==> src/hw/rtl/fifo_queue_with_delete_macros.svh <==
// ----------------------------------------------------------------------------
// Assertion macros for the FIFO queue with delete
// Shorthand for clocked implication checks with synchronous reset disable.
// ----------------------------------------------------------------------------
`ifndef FIFO_QUEUE_WITH_DELETE_MACROS_SVH
`define FIFO_QUEUE_WITH_DELETE_MACROS_SVH

// Consequent must hold in the same cycle as the antecedent.
`define FQD_ASSERT_HOLDS(label, clk, rst, ante, cons) \
   label: assert property (@(posedge clk) disable iff (rst) (ante) |-> (cons)) \
      else $error("fqd assertion failed");

// Consequent must hold in the cycle after the antecedent.
`define FQD_ASSERT_NEXT(label, clk, rst, ante, cons) \
   label: assert property (@(posedge clk) disable iff (rst) (ante) |=> (cons)) \
      else $error("fqd assertion failed");

`endif

==> src/hw/rtl/fqd_pkg.sv <==
// ----------------------------------------------------------------------------
// FIFO queue with delete: shared package
// Sizes, field types, command and status codes, and ring address helper.
// ----------------------------------------------------------------------------
`timescale 1ns / 1ps

package fqd_pkg;

   localparam int DEPTH = 16;
   localparam int ADDR_W = (DEPTH > 1) ? $clog2(DEPTH) : 1;
   localparam int CNT_W = $clog2(DEPTH + 1);

   localparam int HANDLE_W = 32;
   localparam int CMD_W = 2;
   localparam int STATUS_W = 2;
   localparam int ENTRY_COUNT_W = 5;

   typedef logic [ADDR_W-1:0] addr_type;
   typedef logic [CNT_W-1:0] cnt_type;
   typedef logic [HANDLE_W-1:0] handle_type;
   typedef logic [CMD_W-1:0] cmd_type;
   typedef logic [STATUS_W-1:0] status_type;
   typedef logic [ENTRY_COUNT_W-1:0] entry_count_type;

   localparam cmd_type CMD_ENQUEUE = 2'd0;
   localparam cmd_type CMD_DEQUEUE = 2'd1;
   localparam cmd_type CMD_DELETE = 2'd2;
   localparam cmd_type CMD_COUNT = 2'd3;

   localparam status_type STATUS_OK = 2'd0;
   localparam status_type STATUS_EMPTY = 2'd1;
   localparam status_type STATUS_FULL = 2'd2;

   // Physical slot of logical position off, counted from the head slot.
   function automatic addr_type wrap_add(addr_type base, cnt_type off);
      logic [CNT_W:0] sum;
      sum = (CNT_W + 1)'(base) + (CNT_W + 1)'(off);
      if (sum >= (CNT_W + 1)'(DEPTH)) begin
         sum = sum - (CNT_W + 1)'(DEPTH);
      end
      return sum[ADDR_W-1:0];
   endfunction

endpackage

==> src/hw/rtl/fqd_req_if.sv <==
// ----------------------------------------------------------------------------
// FIFO queue with delete: command channel
// Valid/ready channel carrying one command beat.
// ----------------------------------------------------------------------------
`timescale 1ns / 1ps

interface fqd_req_if;

   logic                 valid;
   logic                 ready;
   fqd_pkg::cmd_type     cmd;
   fqd_pkg::handle_type  handle_in;

   modport source (output valid, output cmd, output handle_in, input ready);
   modport sink (input valid, input cmd, input handle_in, output ready);

endinterface

==> src/hw/rtl/fqd_rsp_if.sv <==
// ----------------------------------------------------------------------------
// FIFO queue with delete: result channel
// Valid/ready channel carrying one result beat.
// ----------------------------------------------------------------------------
`timescale 1ns / 1ps

interface fqd_rsp_if;

   logic                      valid;
   logic                      ready;
   fqd_pkg::status_type       status;
   fqd_pkg::handle_type       handle_out;
   fqd_pkg::entry_count_type  entry_count;

   modport source (output valid, output status, output handle_out, output entry_count,
                   input ready);
   modport sink (input valid, input status, input handle_out, input entry_count,
                 output ready);

endinterface

==> src/hw/rtl/fqd_ram.sv <==
// ----------------------------------------------------------------------------
// Generic simple dual-port RAM
// One write port and one read port with registered read data.
// ----------------------------------------------------------------------------
`timescale 1ns / 1ps

module fqd_ram #(
   parameter int WIDTH = 32,
   parameter int DEPTH = 16
) (
   input  logic                                        clock,
   input  logic                                        wr_en,
   input  logic [((DEPTH > 1) ? $clog2(DEPTH) : 1)-1:0] wr_addr,
   input  logic [WIDTH-1:0]                            wr_data,
   input  logic [((DEPTH > 1) ? $clog2(DEPTH) : 1)-1:0] rd_addr,
   output logic [WIDTH-1:0]                            rd_data
);

   logic [WIDTH-1:0] mem_ff [DEPTH];
   logic [WIDTH-1:0] rd_data_ff;

   always_ff @(posedge clock) begin
      if (wr_en) begin
         mem_ff[wr_addr] <= wr_data;
      end
      rd_data_ff <= mem_ff[rd_addr];
   end

   assign rd_data = rd_data_ff;

endmodule

==> src/hw/rtl/fifo_queue_with_delete.sv <==
// ----------------------------------------------------------------------------
// FIFO queue with delete by value
// Enqueue, count and rejected commands go from ST_IDLE to ST_DONE; dequeue reads the
// head slot in ST_DEQ first. Delete runs ST_SCAN: one RAM read per stored entry, each
// entry behind the match written back one slot lower in the same pass.
// A new command is accepted only in ST_IDLE; it may enter while a result waits.
// Synchronous reset empties the queue; slot contents are left as they are.
// ----------------------------------------------------------------------------
`timescale 1ns / 1ps

`include "fifo_queue_with_delete_macros.svh"

module fifo_queue_with_delete (
   input  logic       clock,
   input  logic       reset,
   fqd_req_if.sink    req_ch,
   fqd_rsp_if.source  rsp_ch
);

   localparam logic [1:0] ST_IDLE = 2'd0;
   localparam logic [1:0] ST_DEQ = 2'd1;
   localparam logic [1:0] ST_SCAN = 2'd2;
   localparam logic [1:0] ST_DONE = 2'd3;

   logic [1:0]                state_ff, state_in;
   fqd_pkg::addr_type         head_ff, head_in;
   fqd_pkg::cnt_type          count_ff, count_in;
   fqd_pkg::cnt_type          rd_pos_ff, rd_pos_in;
   fqd_pkg::cnt_type          cmp_pos_ff, cmp_pos_in;
   logic                      pipe_vld_ff, pipe_vld_in;
   logic                      found_ff, found_in;
   fqd_pkg::handle_type       key_ff, key_in;
   fqd_pkg::status_type       res_status_ff, res_status_in;
   fqd_pkg::handle_type       res_handle_ff, res_handle_in;
   logic                      rsp_vld_ff, rsp_vld_in;
   fqd_pkg::status_type       rsp_status_ff, rsp_status_in;
   fqd_pkg::handle_type       rsp_handle_ff, rsp_handle_in;
   fqd_pkg::entry_count_type  rsp_count_ff, rsp_count_in;

   logic                 req_fire;
   logic                 rsp_free;
   logic                 scan_issue;
   logic                 ram_we;
   fqd_pkg::addr_type    ram_waddr;
   fqd_pkg::handle_type  ram_wdata;
   fqd_pkg::addr_type    ram_raddr;
   fqd_pkg::handle_type  ram_rdata;

   fqd_ram #(
      .WIDTH (fqd_pkg::HANDLE_W),
      .DEPTH (fqd_pkg::DEPTH)
   ) u_slots (
      .clock   (clock),
      .wr_en   (ram_we),
      .wr_addr (ram_waddr),
      .wr_data (ram_wdata),
      .rd_addr (ram_raddr),
      .rd_data (ram_rdata)
   );

   assign req_ch.ready = (state_ff == ST_IDLE);
   assign req_fire = req_ch.valid && req_ch.ready;
   assign rsp_free = !rsp_vld_ff || rsp_ch.ready;
   assign scan_issue = (rd_pos_ff < count_ff);

   always_comb begin
      state_in = state_ff;
      head_in = head_ff;
      count_in = count_ff;
      rd_pos_in = rd_pos_ff;
      cmp_pos_in = cmp_pos_ff;
      pipe_vld_in = pipe_vld_ff;
      found_in = found_ff;
      key_in = key_ff;
      res_status_in = res_status_ff;
      res_handle_in = res_handle_ff;
      rsp_vld_in = rsp_vld_ff && !rsp_ch.ready;
      rsp_status_in = rsp_status_ff;
      rsp_handle_in = rsp_handle_ff;
      rsp_count_in = rsp_count_ff;
      ram_we = 1'b0;
      ram_waddr = fqd_pkg::wrap_add(head_ff, count_ff);
      ram_wdata = req_ch.handle_in;
      ram_raddr = head_ff;

      case (state_ff)
         ST_IDLE: begin
            if (req_fire) begin
               res_status_in = fqd_pkg::STATUS_OK;
               res_handle_in = '0;
               state_in = ST_DONE;
               case (req_ch.cmd)
                  fqd_pkg::CMD_ENQUEUE: begin
                     if (count_ff == fqd_pkg::cnt_type'(fqd_pkg::DEPTH)) begin
                        res_status_in = fqd_pkg::STATUS_FULL;
                     end else begin
                        ram_we = 1'b1;
                        count_in = count_ff + fqd_pkg::cnt_type'(1);
                     end
                  end
                  fqd_pkg::CMD_DEQUEUE: begin
                     if (count_ff == '0) begin
                        res_status_in = fqd_pkg::STATUS_EMPTY;
                     end else begin
                        state_in = ST_DEQ;
                     end
                  end
                  fqd_pkg::CMD_DELETE: begin
                     if ((count_ff == '0) || (req_ch.handle_in == '0)) begin
                        res_status_in = fqd_pkg::STATUS_EMPTY;
                     end else begin
                        key_in = req_ch.handle_in;
                        rd_pos_in = '0;
                        pipe_vld_in = 1'b0;
                        found_in = 1'b0;
                        state_in = ST_SCAN;
                     end
                  end
                  default: begin
                  end
               endcase
            end
         end
         ST_DEQ: begin
            res_handle_in = ram_rdata;
            head_in = fqd_pkg::wrap_add(head_ff, fqd_pkg::cnt_type'(1));
            count_in = count_ff - fqd_pkg::cnt_type'(1);
            state_in = ST_DONE;
         end
         ST_SCAN: begin
            ram_raddr = fqd_pkg::wrap_add(head_ff, rd_pos_ff);
            pipe_vld_in = scan_issue;
            cmp_pos_in = rd_pos_ff;
            if (scan_issue) begin
               rd_pos_in = rd_pos_ff + fqd_pkg::cnt_type'(1);
            end
            if (pipe_vld_ff) begin
               if (found_ff) begin
                  ram_we = 1'b1;
                  ram_waddr = fqd_pkg::wrap_add(head_ff, cmp_pos_ff - fqd_pkg::cnt_type'(1));
                  ram_wdata = ram_rdata;
               end else if (ram_rdata == key_ff) begin
                  found_in = 1'b1;
               end
               if (cmp_pos_ff == count_ff - fqd_pkg::cnt_type'(1)) begin
                  pipe_vld_in = 1'b0;
                  state_in = ST_DONE;
                  res_handle_in = '0;
                  if (found_ff || (ram_rdata == key_ff)) begin
                     res_status_in = fqd_pkg::STATUS_OK;
                     count_in = count_ff - fqd_pkg::cnt_type'(1);
                  end else begin
                     res_status_in = fqd_pkg::STATUS_EMPTY;
                  end
               end
            end
         end
         ST_DONE: begin
            if (rsp_free) begin
               rsp_vld_in = 1'b1;
               rsp_status_in = res_status_ff;
               rsp_handle_in = res_handle_ff;
               rsp_count_in = fqd_pkg::entry_count_type'(count_ff);
               state_in = ST_IDLE;
            end
         end
         default: begin
            state_in = ST_IDLE;
         end
      endcase
   end

   always_ff @(posedge clock) begin
      if (reset) begin
         state_ff <= ST_IDLE;
         head_ff <= '0;
         count_ff <= '0;
         rd_pos_ff <= '0;
         pipe_vld_ff <= 1'b0;
         found_ff <= 1'b0;
         rsp_vld_ff <= 1'b0;
      end else begin
         state_ff <= state_in;
         head_ff <= head_in;
         count_ff <= count_in;
         rd_pos_ff <= rd_pos_in;
         pipe_vld_ff <= pipe_vld_in;
         found_ff <= found_in;
         rsp_vld_ff <= rsp_vld_in;
      end
   end

   always_ff @(posedge clock) begin
      cmp_pos_ff <= cmp_pos_in;
      key_ff <= key_in;
      res_status_ff <= res_status_in;
      res_handle_ff <= res_handle_in;
      rsp_status_ff <= rsp_status_in;
      rsp_handle_ff <= rsp_handle_in;
      rsp_count_ff <= rsp_count_in;
   end

   assign rsp_ch.valid = rsp_vld_ff;
   assign rsp_ch.status = rsp_status_ff;
   assign rsp_ch.handle_out = rsp_handle_ff;
   assign rsp_ch.entry_count = rsp_count_ff;

   `FQD_ASSERT_HOLDS(a_count_bound, clock, reset, 1'b1,
      count_ff <= fqd_pkg::cnt_type'(fqd_pkg::DEPTH))
   `FQD_ASSERT_NEXT(a_busy_after_beat, clock, reset, req_fire, state_ff != ST_IDLE)
   `FQD_ASSERT_HOLDS(a_full_count, clock, reset,
      rsp_vld_ff && (rsp_status_ff == fqd_pkg::STATUS_FULL),
      rsp_count_ff == fqd_pkg::entry_count_type'(fqd_pkg::DEPTH))
   `FQD_ASSERT_HOLDS(a_err_no_handle, clock, reset,
      rsp_vld_ff && (rsp_status_ff != fqd_pkg::STATUS_OK), rsp_handle_ff == '0)

endmodule
==> src/flat_wrapper.sv <==
// flat-port wrapper written by rule: the top's interface ports become plain ports
module fifo_queue_with_delete_flat 
  (clock, reset, req_ch_valid, req_ch_cmd, req_ch_handle_in, req_ch_ready, rsp_ch_valid, rsp_ch_status, rsp_ch_handle_out, rsp_ch_entry_count, rsp_ch_ready);
  fqd_req_if req_ch_i ();
  fqd_rsp_if rsp_ch_i ();
  input  logic clock;
  input  logic reset;
  input wire logic [$bits(req_ch_i.valid)-1:0] req_ch_valid;
  input wire logic [$bits(req_ch_i.cmd)-1:0] req_ch_cmd;
  input wire logic [$bits(req_ch_i.handle_in)-1:0] req_ch_handle_in;
  output wire logic [$bits(req_ch_i.ready)-1:0] req_ch_ready;
  output wire logic [$bits(rsp_ch_i.valid)-1:0] rsp_ch_valid;
  output wire logic [$bits(rsp_ch_i.status)-1:0] rsp_ch_status;
  output wire logic [$bits(rsp_ch_i.handle_out)-1:0] rsp_ch_handle_out;
  output wire logic [$bits(rsp_ch_i.entry_count)-1:0] rsp_ch_entry_count;
  input wire logic [$bits(rsp_ch_i.ready)-1:0] rsp_ch_ready;
  assign req_ch_i.valid = req_ch_valid;
  assign req_ch_i.cmd = req_ch_cmd;
  assign req_ch_i.handle_in = req_ch_handle_in;
  assign req_ch_ready = req_ch_i.ready;
  assign rsp_ch_valid = rsp_ch_i.valid;
  assign rsp_ch_status = rsp_ch_i.status;
  assign rsp_ch_handle_out = rsp_ch_i.handle_out;
  assign rsp_ch_entry_count = rsp_ch_i.entry_count;
  assign rsp_ch_i.ready = rsp_ch_ready;
  fifo_queue_with_delete u_core (.clock(clock), .reset(reset), .req_ch(req_ch_i), .rsp_ch(rsp_ch_i));
endmodule
==> config.mk <==
export PLATFORM = sky130hd
export DESIGN_NAME = fifo_queue_with_delete_flat
export DESIGN_NICKNAME = d
export VERILOG_FILES = /design/src/hw/rtl/fqd_pkg.sv /design/src/hw/rtl/fqd_req_if.sv /design/src/hw/rtl/fqd_rsp_if.sv /design/src/hw/rtl/fqd_ram.sv /design/src/hw/rtl/fifo_queue_with_delete.sv /design/src/flat_wrapper.sv
export VERILOG_INCLUDE_DIRS = /design/src /design/src/hw/rtl
export SDC_FILE = /design/constraint.sdc
export NUM_CORES = 1
export LEC_CHECK = 0
export BUFFER_PORTS_ARGS = -buffer_cell sky130_fd_sc_hd__clkbuf_2
export CAP_MARGIN = 25
export CORE_ASPECT_RATIO = 1.2
export CORE_MARGIN = 3
export CORE_UTILIZATION = 56
export DETAILED_ROUTE_END_ITERATION = 8
export PLACE_DENSITY = 0.76
export SYNTH_ARGS = -nofsm -noshare
export SYNTH_HDL_FRONTEND = slang
export SYNTH_SLANG_ARGS = --single-unit
export TNS_END_PERCENT = 30
==> constraint.sdc <==
create_clock -name clock -period 3.9 [get_ports clock]
set_clock_uncertainty 0.05 [all_clocks]
set_input_delay 1.17 -clock clock [delete_from_list [all_inputs] [get_ports clock]]
set_output_delay 1.17 -clock clock [all_outputs]
set_load 0.05 [all_outputs]
==> After elaboration in Yosys (flattened, before gate mapping) <==
Memories as Yosys holds them, arrays and structs flattened. A register that Yosys moved wholly into a read port is not among the register bits.
Index checks and enable logic that the tools add are counted.
{ "classes": {"add_sub_neg": 12, "order_cmp": 5, "n_eq_ne": 18, "muxes": 64, "n_bitwise": 1, "reduce_logical": 22} }
{ "ops": {"columns": ["op", "n"], "rows": [
  ["32-bit 2-to-1 mux", 6],
  ["32-bit one-hot mux with 3 select lines", 1],
  ["5-bit 2-to-1 mux", 10],
  ["32-bit equality test", 1],
  ["32-bit zero test", 1],
  ["4-bit 2-to-1 mux", 8],
  ["1-bit 2-to-1 mux", 21],
  ["4-bit AND reduction", 5],
  ["4-bit by 5-bit adder with 6-bit output", 3],
  ["6-bit by 5-bit >= comparator with 1-bit output (second input constant)", 3],
  ["2-bit 2-to-1 mux", 9],
  ["4-bit by 1-bit subtractor with 4-bit output (second input constant)", 4],
  ["5-bit one-hot mux with 3 select lines", 1],
  ["5-bit by 1-bit adder with 5-bit output (second input constant)", 2],
  ["2-bit by 1-bit inequality test with 1-bit output (second input constant)", 5],
  ["2-bit inequality test (second input constant)", 5],
  ["5-bit one-hot mux with 2 select lines", 1],
  ["5-bit AND reduction", 2],
  ["5-bit by 1-bit subtractor with 5-bit output (second input constant)", 2],
  ["2-bit one-hot mux with 2 select lines", 2],
  ["2-bit one-hot mux with 4 select lines", 1],
  ["7-bit AND reduction", 1],
  ["2-bit equality test (second input constant)", 3],
  ["1-bit one-hot mux with 2 select lines", 3],
  ["other kinds (16)", 22]
]} }
{ "totals": {"register_bits": 129, "ram_bits": 512, "inputBits": 38, "output_inout_bits": 41, "wordCells": 137, "n_memories": 1} }
{ "memory_table": {"columns": ["name", "words", "width", "read_ports", "rd_clocked_by_memory_dff", "wr", "line", "source"], "rows": [
  ["u_core.u_slots.mem_ff", 16, 32, 1, 1, 1, "fqd_ram.sv:19", "logic [WIDTH-1:0] mem_ff [DEPTH];"]
]} }

==> Logic depth before layout (Yosys ltp) <==
Gate-level depths: netlist of the first run.
{ "logic_depth": {"ltp_word": 7, "mapped_depth": 11, "depth_no_buf": 10} }

==> Cells and area by module <==
Synthesis of the first run repeated with hierarchy kept, for this count alone.
{ "hier_totals": {"hier_cells": 1294, "area_unflattened_um2": 26033.7} }
{ "by_module_without_submodules": {"columns": ["module", "instances", "cells_per_inst", "area_each_um2", "seq_area_each_um2"], "rows": [
  ["fqd_ram", 1, 838, 19835.3, 16015.4],
  ["fifo_queue_with_delete", 1, 456, 6198.4, 3683.5]
]} }

==> Least setup slack after synthesis of the first run <==
Ideal clock, no wire load.
{ "synth_timing": {"path_kind": "register -> register", "from": "register u_core.count_ff[0]", "to": "register u_core.res_handle_ff[0] (enable)", "setup_ns": 0.461, "arrival_ns": 3.656, "slack_ns": -0.267, "stages_incl_launch_ff": 7, "period_less_slack_ns": 4.167, "cell_sequence": "dfxtp_1 > inv_1 > ha_1 > xor2_1 > o211a_4 > a41oi_4 > nor3_1"} }
{ "synth_between": {"elab_chain_len": 4} }
{ "synth_lines": {"columns": ["element", "line", "source"], "rows": [
  ["from (decl)", "fifo_queue_with_delete.sv:27", "fqd_pkg::cnt_type count_ff, count_in;"],
  ["from (signal assigned)", "fifo_queue_with_delete.sv:185", "count_ff <= count_in;"],
  ["5-bit by 1-bit subtractor with 5-bit output", "fifo_queue_with_delete.sv:145", "if (cmp_pos_ff == count_ff - fqd_pkg::cnt_type'(1)) begin"],
  ["5-bit equality test", "fifo_queue_with_delete.sv:145", null],
  ["2-bit by 1-bit inequality test with 1-bit output (no line)", null, null],
  ["4-bit AND reduction (no line)", null, null],
  ["to (signal assigned)", "fifo_queue_with_delete.sv:197", "res_handle_ff <= res_handle_in;"],
  ["to (decl)", "fifo_queue_with_delete.sv:34", "fqd_pkg::handle_type res_handle_ff, res_handle_in;"]
]} }
No other way between the ends.
A chain may end at the register's enable or synchronous reset.

==> Worst setup path after layout of the first run <==
{ "layout_timing": {"from": "register u_core.state_ff[0]", "to": "memory u_core.u_slots.mem_ff[1][25] (enable)"} }
{ "layout_between": {"elab_chain_len": 6, "elab_cells_between_ends": 8, "cone_classes": "eq/ne: 1; mux: 5; reduce/logical: 2"} }
{ "layout_lines": {"columns": ["element", "line", "source"], "rows": [
  ["from (decl)", "fifo_queue_with_delete.sv:25", "logic [1:0] state_ff, state_in;"],
  ["from (signal assigned)", "fifo_queue_with_delete.sv:183", "state_ff <= state_in;"],
  ["2-bit zero test", "fifo_queue_with_delete.sv:61, fifo_queue_with_delete.sv:86", null],
  ["1-bit logical AND", "fifo_queue_with_delete.sv:62", "assign req_fire = req_ch.valid && req_ch.ready;"],
  ["1-bit 2-to-1 mux", "fifo_queue_with_delete.sv:88", "if (req_fire) begin"],
  ["1-bit one-hot mux with 2 select lines", "fifo_queue_with_delete.sv:86", "case (state_ff)"],
  ["1-bit 2-to-1 mux", "fqd_ram.sv:23", "if (wr_en) begin"],
  ["1-bit 2-to-1 mux (not written as such)", "fqd_ram.sv:24", "mem_ff[wr_addr] <= wr_data;"],
  ["to (decl)", "fqd_ram.sv:19", null]
]} }
Parallel ways exist; a longest one is shown, timed or not.

==> impl_results.md, run 1 <==
- Status: completed
- DP HPWL: 35.1 mm
- Register Area: 19,700 um^2
- GP Congestion: 0.800
- Final WS setup: 0.624 ns
- Post-synthesis async set-or-reset flop share: 0%
- Max Cap Viol: 0
- Post-synth EDFFs: 622
- Setup CP Type: flip-flop to flip-flop
- Area of the die: 49,700 um^2
- Power Density: 654 nW/um^2
- CP max FO: 22
- Vias in the first global route: 13,700
- Final Hold Viols: 0
- Final Max Slew Viols: 0
- Layout cells sized above 1: 25.4%
- Post-layout min period: 3.28 ns
- CP endpoint kind: flip-flop
- Yosys reg bits: 673
- Worst slack, placed: 0.456 ns
- Initial antenna violation count: 0
- Synth Instances: 1,359
- Crit share post-route: 84.0%
- Initial Utilization: 57.0%
- Total core area: 46,300 um^2
- Mapped Area: 26,400 um^2
- Router iterations before antenna repair: 5
- Ant. Diodes: 0
- Top layer in use: met4
- RSZ-0062 raised after global routing: no
- CTS buffer count: 59
- Worst skew pair latency: 0.63 ns
- Global-route wire length before repair: 86.9 mm
- DIE WIDTH: 204 um
- Avg Inst Size Synth: 19.4 um^2
- Top Ports: 79
- Detail Route met2 WL: 28.8 mm
- CTS H-tree lvls: 2
- Via/cell ratio: 6.12
- Slew margin rel.: 26.8%
- Fin nets: 1,563
- Post-CTS Setup Bufs: 0
- Final setup violation count: 0
- Pleak: 10.5 nW
- Yosys warns: 0
- Metal3 WL: 4.41 mm
- WP data required: 4.13 ns
- Die span in y: 244 um
- Remaining DRCs: 0
- Area grow syn2layout: 14.2%
- Layout fillers: 3,051
- Post-cts resize count: 0
- TNS Setup: 0 ns
- Cts hold-fix bufs: 0
- # rows: 86
- Pin count of the biggest net entering global routing: 73
- Distinct cells, synth: 51
- Worst vdd ir: 0.402 mV
- Worst-case clock buffer depth: 3
- Clock Sinks: 673
- Slew @ Worst Pin: 1.09 ns
- TritonCTS clock tree: done
- Hold Crit Class: flip-flop to flip-flop
- Vias after detailed routing: 13,200
- First DRT Iteration DRCs: 1,540
- Routed WL: 57.7 mm
- FMAX: 305 MHz
- Total gr overflow: 0
- Register area share after synthesis: 74.7%
- Syn_nets: 1,426
- Arrival @ worst endpoint: 3.50 ns
- Final ANT Viol Nets: 0
- Most used flip-flop cell after synthesis: edfxtp_1
- Clock transition at path regs: 0.07 ns
- Average wire per standard cell: 26.7 um
- Root Driver: clkbuf_16
- Wl on met1: 22.5 mm
- CP Launch Type: flip-flop
- Port-buffer cells: 78
- Tot GR Track Use: 23.6%
- Area taken by multi-input logic gates: 6510 um^2
## cells in the mapped netlist, types with 9 or more instances
| library cell | instances | area share, % |
|---|---|---|
| nand2_1 | 119 | 1.7 |
| buf_2 | 35 | 0.66 |
| a21oi_1 | 16 | 0.30 |
| dfxtp_1 | 51 | 3.9 |
| inv_1 | 18 | 0.26 |
| xor2_1 | 9 | 0.30 |
| nand4_1 | 14 | 0.33 |
| ha_1 | 26 | 1.2 |
| nor4_1 | 11 | 0.26 |
| xnor2_1 | 45 | 1.5 |
| edfxtp_1 | 622 | 71 |
| mux4_2 | 128 | 11 |
| o21ai_0 | 10 | 0.19 |
| clkbuf_1 | 13 | 0.19 |
| nor2_1 | 35 | 0.50 |
| and2_1 | 32 | 0.76 |
| mux2i_1 | 100 | 3.8 |
## critical path: stages, from the launching register on
cell and delay (ns):
dfxtp_1 0.33, inv_1 0.11, ha_1 0.47, nand3_2 0.52, o21ai_0 0.44, nand2_1 0.38, nor2_4 0.21, buf_4 0.39
## cells by family after synthesis
family	share of synthesized area (%)
fa+ha+maj	1.46
xor+xnor	1.79
simple gates	4.44
mux	14.9
buf+inv	1.36
compound gates	1.36
flops	74.7
## cell usage in the layout, fill, tap and decap left out, types with 8 or more instances in the layout
cell        count
edfxtp_1      622
mux4_2        128
nand2_1       119
mux2i_1        99
clkbuf_2       78
clkbuf_16      59
dfxtp_1        51
xnor2_1        44
buf_4          40
and2_1         32
ha_1           26
inv_1          18
nor2_1         18
nor2_4         17
a21oi_1        15
nand4_1        14
buf_12         14
nor4_1         11
clkinvlp_4     10
xor2_1          9
o21ai_0         9
bufinv_16       9
clkinv_2        8
clkbuf_8        8
clkbuf_1        8
## layer usage
layer,up-vias,track usage [%]
met2,643,38.4
li1,5664,-
met3,117,3.55
met1,6805,33.3
met4,0,8.18
met5,-,0
## state kept, by name (all words and copies together) (netlist names)
register,flops
u_core.cmp_pos_ff,5
u_core.count_ff,5
u_core.found_ff,1
u_core.head_ff,4
u_core.key_ff,32
u_core.pipe_vld_ff,1
u_core.rd_pos_ff,5
u_core.res_handle_ff,32
u_core.res_status_ff,2
u_core.rsp_ch.entry_count,5
u_core.rsp_ch.handle_out,32
u_core.rsp_ch.status,2
u_core.rsp_ch.valid,1
u_core.state_ff,2
u_core.u_slots.mem_ff,512
u_core.u_slots.rd_data,32
## report_power, final
group / total (mW) / switching [mW] / leakage, nW / internal [mW]
sequential: 9.11 / 0.451 / 6.08 / 8.66
clock: 6.13 / 2.58 / 0.993 / 3.55
combinational: 4.44 / 2.51 / 3.39 / 1.93
## path summary, 6_finish.rpt
kind | from | end | slack [ns] | cells after the start
setup / recovery | u_core.state_ff[0] | u_core.u_slots.mem_ff[1][25] | 0.62 | 7
hold / removal | u_core.res_handle_ff[9] | u_core.rsp_ch.handle_out[9] | 0.37 | 0
setup reg to reg | u_core.state_ff[0] | u_core.u_slots.mem_ff[1][25] | 0.62 | 7
hold reg to reg | u_core.res_handle_ff[9] | u_core.rsp_ch.handle_out[9] | 0.37 | 0
## stage by stage
step / area, um^2 / hold slack (ns) / utilization [%] / std cells / power [mW]
final: 30100 / 0.372 / 65.1 / 2163 / 19.7
after global routing: 30100 / 0.376 / 65.1 / 2163 / 20.5
after CTS: 30100 / 0.370 / 65.1 / 2163 / 19.8
after detailed placement: 28000 / 0.355 / 60.6 / 2051 / 13.7
after global placement: 28000 / 0.351 / 60.6 / 2051 / 13.6
after floorplan: 26400 / 0.350 / - / 1359 / 12.3
## layout make-up
class                           count  share of cell area, %
Sequential cell                   673                   65.4
Timing Repair Buffer              132                   3.22
Inverter                           18                  0.224
Multi-Input combinational cell    612                   21.6
Tap cell                          616                   2.56
Clock inverter                     37                   1.58
Clock buffer                       75                   5.37
Note: power is estimated with default switching activity, not from simulation.
==> run 2, diff against run 1 <==
--- a/config.mk
+++ b/config.mk
@@ -6,13 +6,14 @@
 export SDC_FILE = /design/constraint.sdc
 export NUM_CORES = 1
 export LEC_CHECK = 0
+export ABC_AREA = 1
 export BUFFER_PORTS_ARGS = -buffer_cell sky130_fd_sc_hd__clkbuf_2
 export CAP_MARGIN = 25
 export CORE_ASPECT_RATIO = 1.2
 export CORE_MARGIN = 3
-export CORE_UTILIZATION = 56
+export CORE_UTILIZATION = 60
 export DETAILED_ROUTE_END_ITERATION = 8
-export PLACE_DENSITY = 0.76
+export PLACE_DENSITY = 0.77
 export SYNTH_ARGS = -nofsm -noshare
 export SYNTH_HDL_FRONTEND = slang
 export SYNTH_SLANG_ARGS = --single-unit
==> constraint.sdc (replaced) <==
create_clock -name clock -period 3.36 [get_ports clock]
set_clock_uncertainty 0.05 [all_clocks]
set_input_delay 1.008 -clock clock [delete_from_list [all_inputs] [get_ports clock]]
set_output_delay 1.008 -clock clock [all_outputs]
set_load 0.05 [all_outputs]
==> impl_results.md, run 2 <==
- Final non-filler cell area: 31,400 um^2
- Area of the die: 48,700 um^2
- CTS H-tree lvls: 2
- GP Congestion: 0.889
- CP endpoint kind: flip-flop
- Clock Sinks: 673
- Top-count cell post-synth: edfxtp_1
- Power, Total: 23.4 mW
- Syn_nets: 2,356
- Worst-case clock buffer depth: 3
- Tot GR Track Use: 26.2%
- Placed cells: 2,938
- Worst vdd ir: 0.381 mV
- Routed WL: 63.8 mm
- Global route hottest layer: met2
- # rows: 85
- Max Cap Viol: 0
- Status: completed
- Top Ports: 79
- Most used flip-flop cell after synthesis: edfxtp_1
- Largest register FFs: 512
- Commonest non-fill, non-tap cell in the layout: edfxtp_1
- Slew margin rel.: 41.9%
- Avg Inst Size Synth: 12.1 um^2
- Root Driver: clkbuf_16
- Yosys reg bits: 673
- GR Util met2: 43.4%
- Vias in the first global route: 17,700
- Distinct cells, synth: 35
- Remaining DRCs: 0
- Post-cts resize count: 0
- Largest stage delay, worst path: 0.44 ns
- DP HPWL: 40.2 mm
- Post-synth EDFFs: 622
- Final Hold Viols: 0
- First DRT Iteration DRCs: 2,254
- Vias after detailed routing: 17,900
- Layout fillers: 3,015
- Pleak: 11.5 nW
- Mapped Area: 27,600 um^2
- Pin count of the biggest net entering global routing: 71
- Top post-synthesis cells by area: edfxtp_1 (68%), a21oi_1 (5.0%), o21ai_0 (4.7%)
- DIE WIDTH: 202 um
- Share of Yosys cell area claimed by the top area cell type: 67.6%
- M3 GR Usage: 5.53%
- Final ANT Viol Nets: 0
- Port-buffer cells: 78
- Critical path cell sequence: inv_1 -> ha_1 -> xor2_1 -> ha_1 -> a21oi_1 -> o21ai_0 -> xor2_1 -> nand2_1 -> o21ai_0 -> or2_1 -> nor2_4 -> buf_4
- Clock transition at path regs: 0.06 ns
- Cts hold-fix bufs: 0
- Fin cells: 3,048
- FMAX: 317 MHz
- Final setup violation count: 0
- Average wire per standard cell: 20.9 um
- Layout cells sized above 1: 11.6%
- Post-layout min period: 3.16 ns
- CTS buffer count: 58
- TritonCTS clock tree: done
- Router iterations before antenna repair: 5
- Area grow syn2layout: 13.5%
- Post-synthesis async set-or-reset flop share: 0%
- Hold Crit Class: flip-flop to flip-flop
- Yosys warns: 0
- Initial antenna violation count: 3
- Via/cell ratio: 5.89
- Largest Register: u_core.u_slots.mem_ff
- CP max FO: 11
- Worst slack, placed: 0.305 ns
- Synth Instances: 2,289
- Worst skew pair latency: 0.61 ns
- DP Area: 29,500 um^2
- Initial Utilization: 61.2%
- Final Max Slew Viols: 0
- RSZ-0062 raised after global routing: no
- Power Density: 745 nW/um^2
- Fin nets: 2,456
- Total gr overflow: 0
- Most instantiated cells after synthesis: edfxtp_1 (622), nand2_1 (318), inv_1 (280)
- Met1 Use GR: 35.4%
- Synth area leader: edfxtp_1
- Slew @ Worst Pin: 0.869 ns
- Ant. Diodes: 0
- Setup CP Type: flip-flop to flip-flop
- Post-CTS Setup Bufs: 0
- Die span in y: 241 um
- Total core area: 45,200 um^2
- Commonest non-fill, non-tap cells in the layout: edfxtp_1 (622), nand2_1 (316), inv_1 (280), a21oi_1 (275), o21ai_0 (258)
- Global-route wire length before repair: 98.8 mm
- Register area share after synthesis: 71.3%
- Final WS setup: 0.203 ns
- WP data required: 3.61 ns
- Crit share post-route: 94.0%
- CP max-delay cell: or2_1
- Arrival @ worst endpoint: 3.41 ns
- CP Launch Type: flip-flop
## run 2: cell types whose count changed after synthesis, sizes merged, moves of 12 or more
| cell | delta |
|---|---|
| and2 | -32 |
| o211ai | +104 |
| a21oi | +260 |
| o221ai | +12 |
| mux4 | -128 |
| mux2i | -100 |
| nor2 | +37 |
| o21ai | +283 |
| inv | +266 |
| clkbuf | +50 |
| xnor2 | -12 |
| buf | +17 |
| nand3 | +20 |
| nand2 | +201 |
## run 2: worst paths after layout
| path | to | cells past startpoint | slack, ns | from |
|---|---|---|---|---|
| worst max-delay path | u_core.u_slots.mem_ff[8][15] | 12 | 0.20 | u_core.cmp_pos_ff[0] |
| worst min-delay path | u_core.rsp_ch.handle_out[3] | 0 | 0.37 | u_core.res_handle_ff[3] |
| worst max register to register | u_core.u_slots.mem_ff[8][15] | 12 | 0.20 | u_core.cmp_pos_ff[0] |
| worst min register to register | u_core.rsp_ch.handle_out[3] | 0 | 0.37 | u_core.res_handle_ff[3] |
## run 2: where the power goes
group	leakage (nW)	switching [mW]	internal, mW	total [mW]
clock network	0.924	2.91	3.70	6.61
logic	4.49	4.37	1.91	6.28
registers	6.08	0.446	10.0	10.5
## run 2: routing by layer
| metal | vias up | wire (um) |
|---|---|---|
| li1 | 8298 | - |
| met1 | 8615 | 25000 |
| met2 | 895 | 30500 |
| met3 | 130 | 6560 |
| met4 | 6 | 1650 |
| met5 | - | 39 |
## run 2: area by class of cell
| type | count | area [um^2] | area share [%] |
|---|---|---|---|
| timing repair buffer | 163 | 1420 | 4.52 |
| inverter | 284 | 1070 | 3.40 |
| clock buffer | 74 | 1570 | 5.01 |
| tap | 609 | 762 | 2.43 |
| clock inverter | 36 | 327 | 1.04 |
| sequential | 673 | 19700 | 62.8 |
| multi-input combinational | 1209 | 6530 | 20.8 |
## run 2: critical path, delay by kind of cell, from the launching register on
kind	cells	cell delay, ns
AOI/OAI and AO/OA	3	0.52
and+or+nand+nor	3	0.70
buffers and inverters	2	0.37
adders and majority gates	2	0.45
DFF	1	0.41
xor gates and xnor gates	2	0.34
## run 2: metrics by stage
stage / hold slack (ns) / setup TNS (ns) / util [%]
finish: 0.370 / 0 / 69.4
detailed placement: 0.357 / 0 / 65.2
global route: 0.376 / 0 / 69.4
global placement: 0.350 / 0 / 65.2
CTS: 0.373 / 0 / 69.4
floorplan: 0.350 / -168.55 / -
## run 2: logic make-up (layout without fill, tap and decap cells)
| family | count (synthesis) | after routing | share of synthesized area, % |
|---|---|---|---|
| buffers and inverters | 407 | 557 | 5.80 |
| AO/OA/AOI/OAI | 694 | 694 | 13.7 |
| XOR/XNOR | 44 | 44 | 1.42 |
| adder cells (fa/ha/maj) | 29 | 29 | 1.39 |
| AND/OR/NAND/NOR | 442 | 442 | 6.39 |
| flip-flops | 673 | 673 | 71.3 |
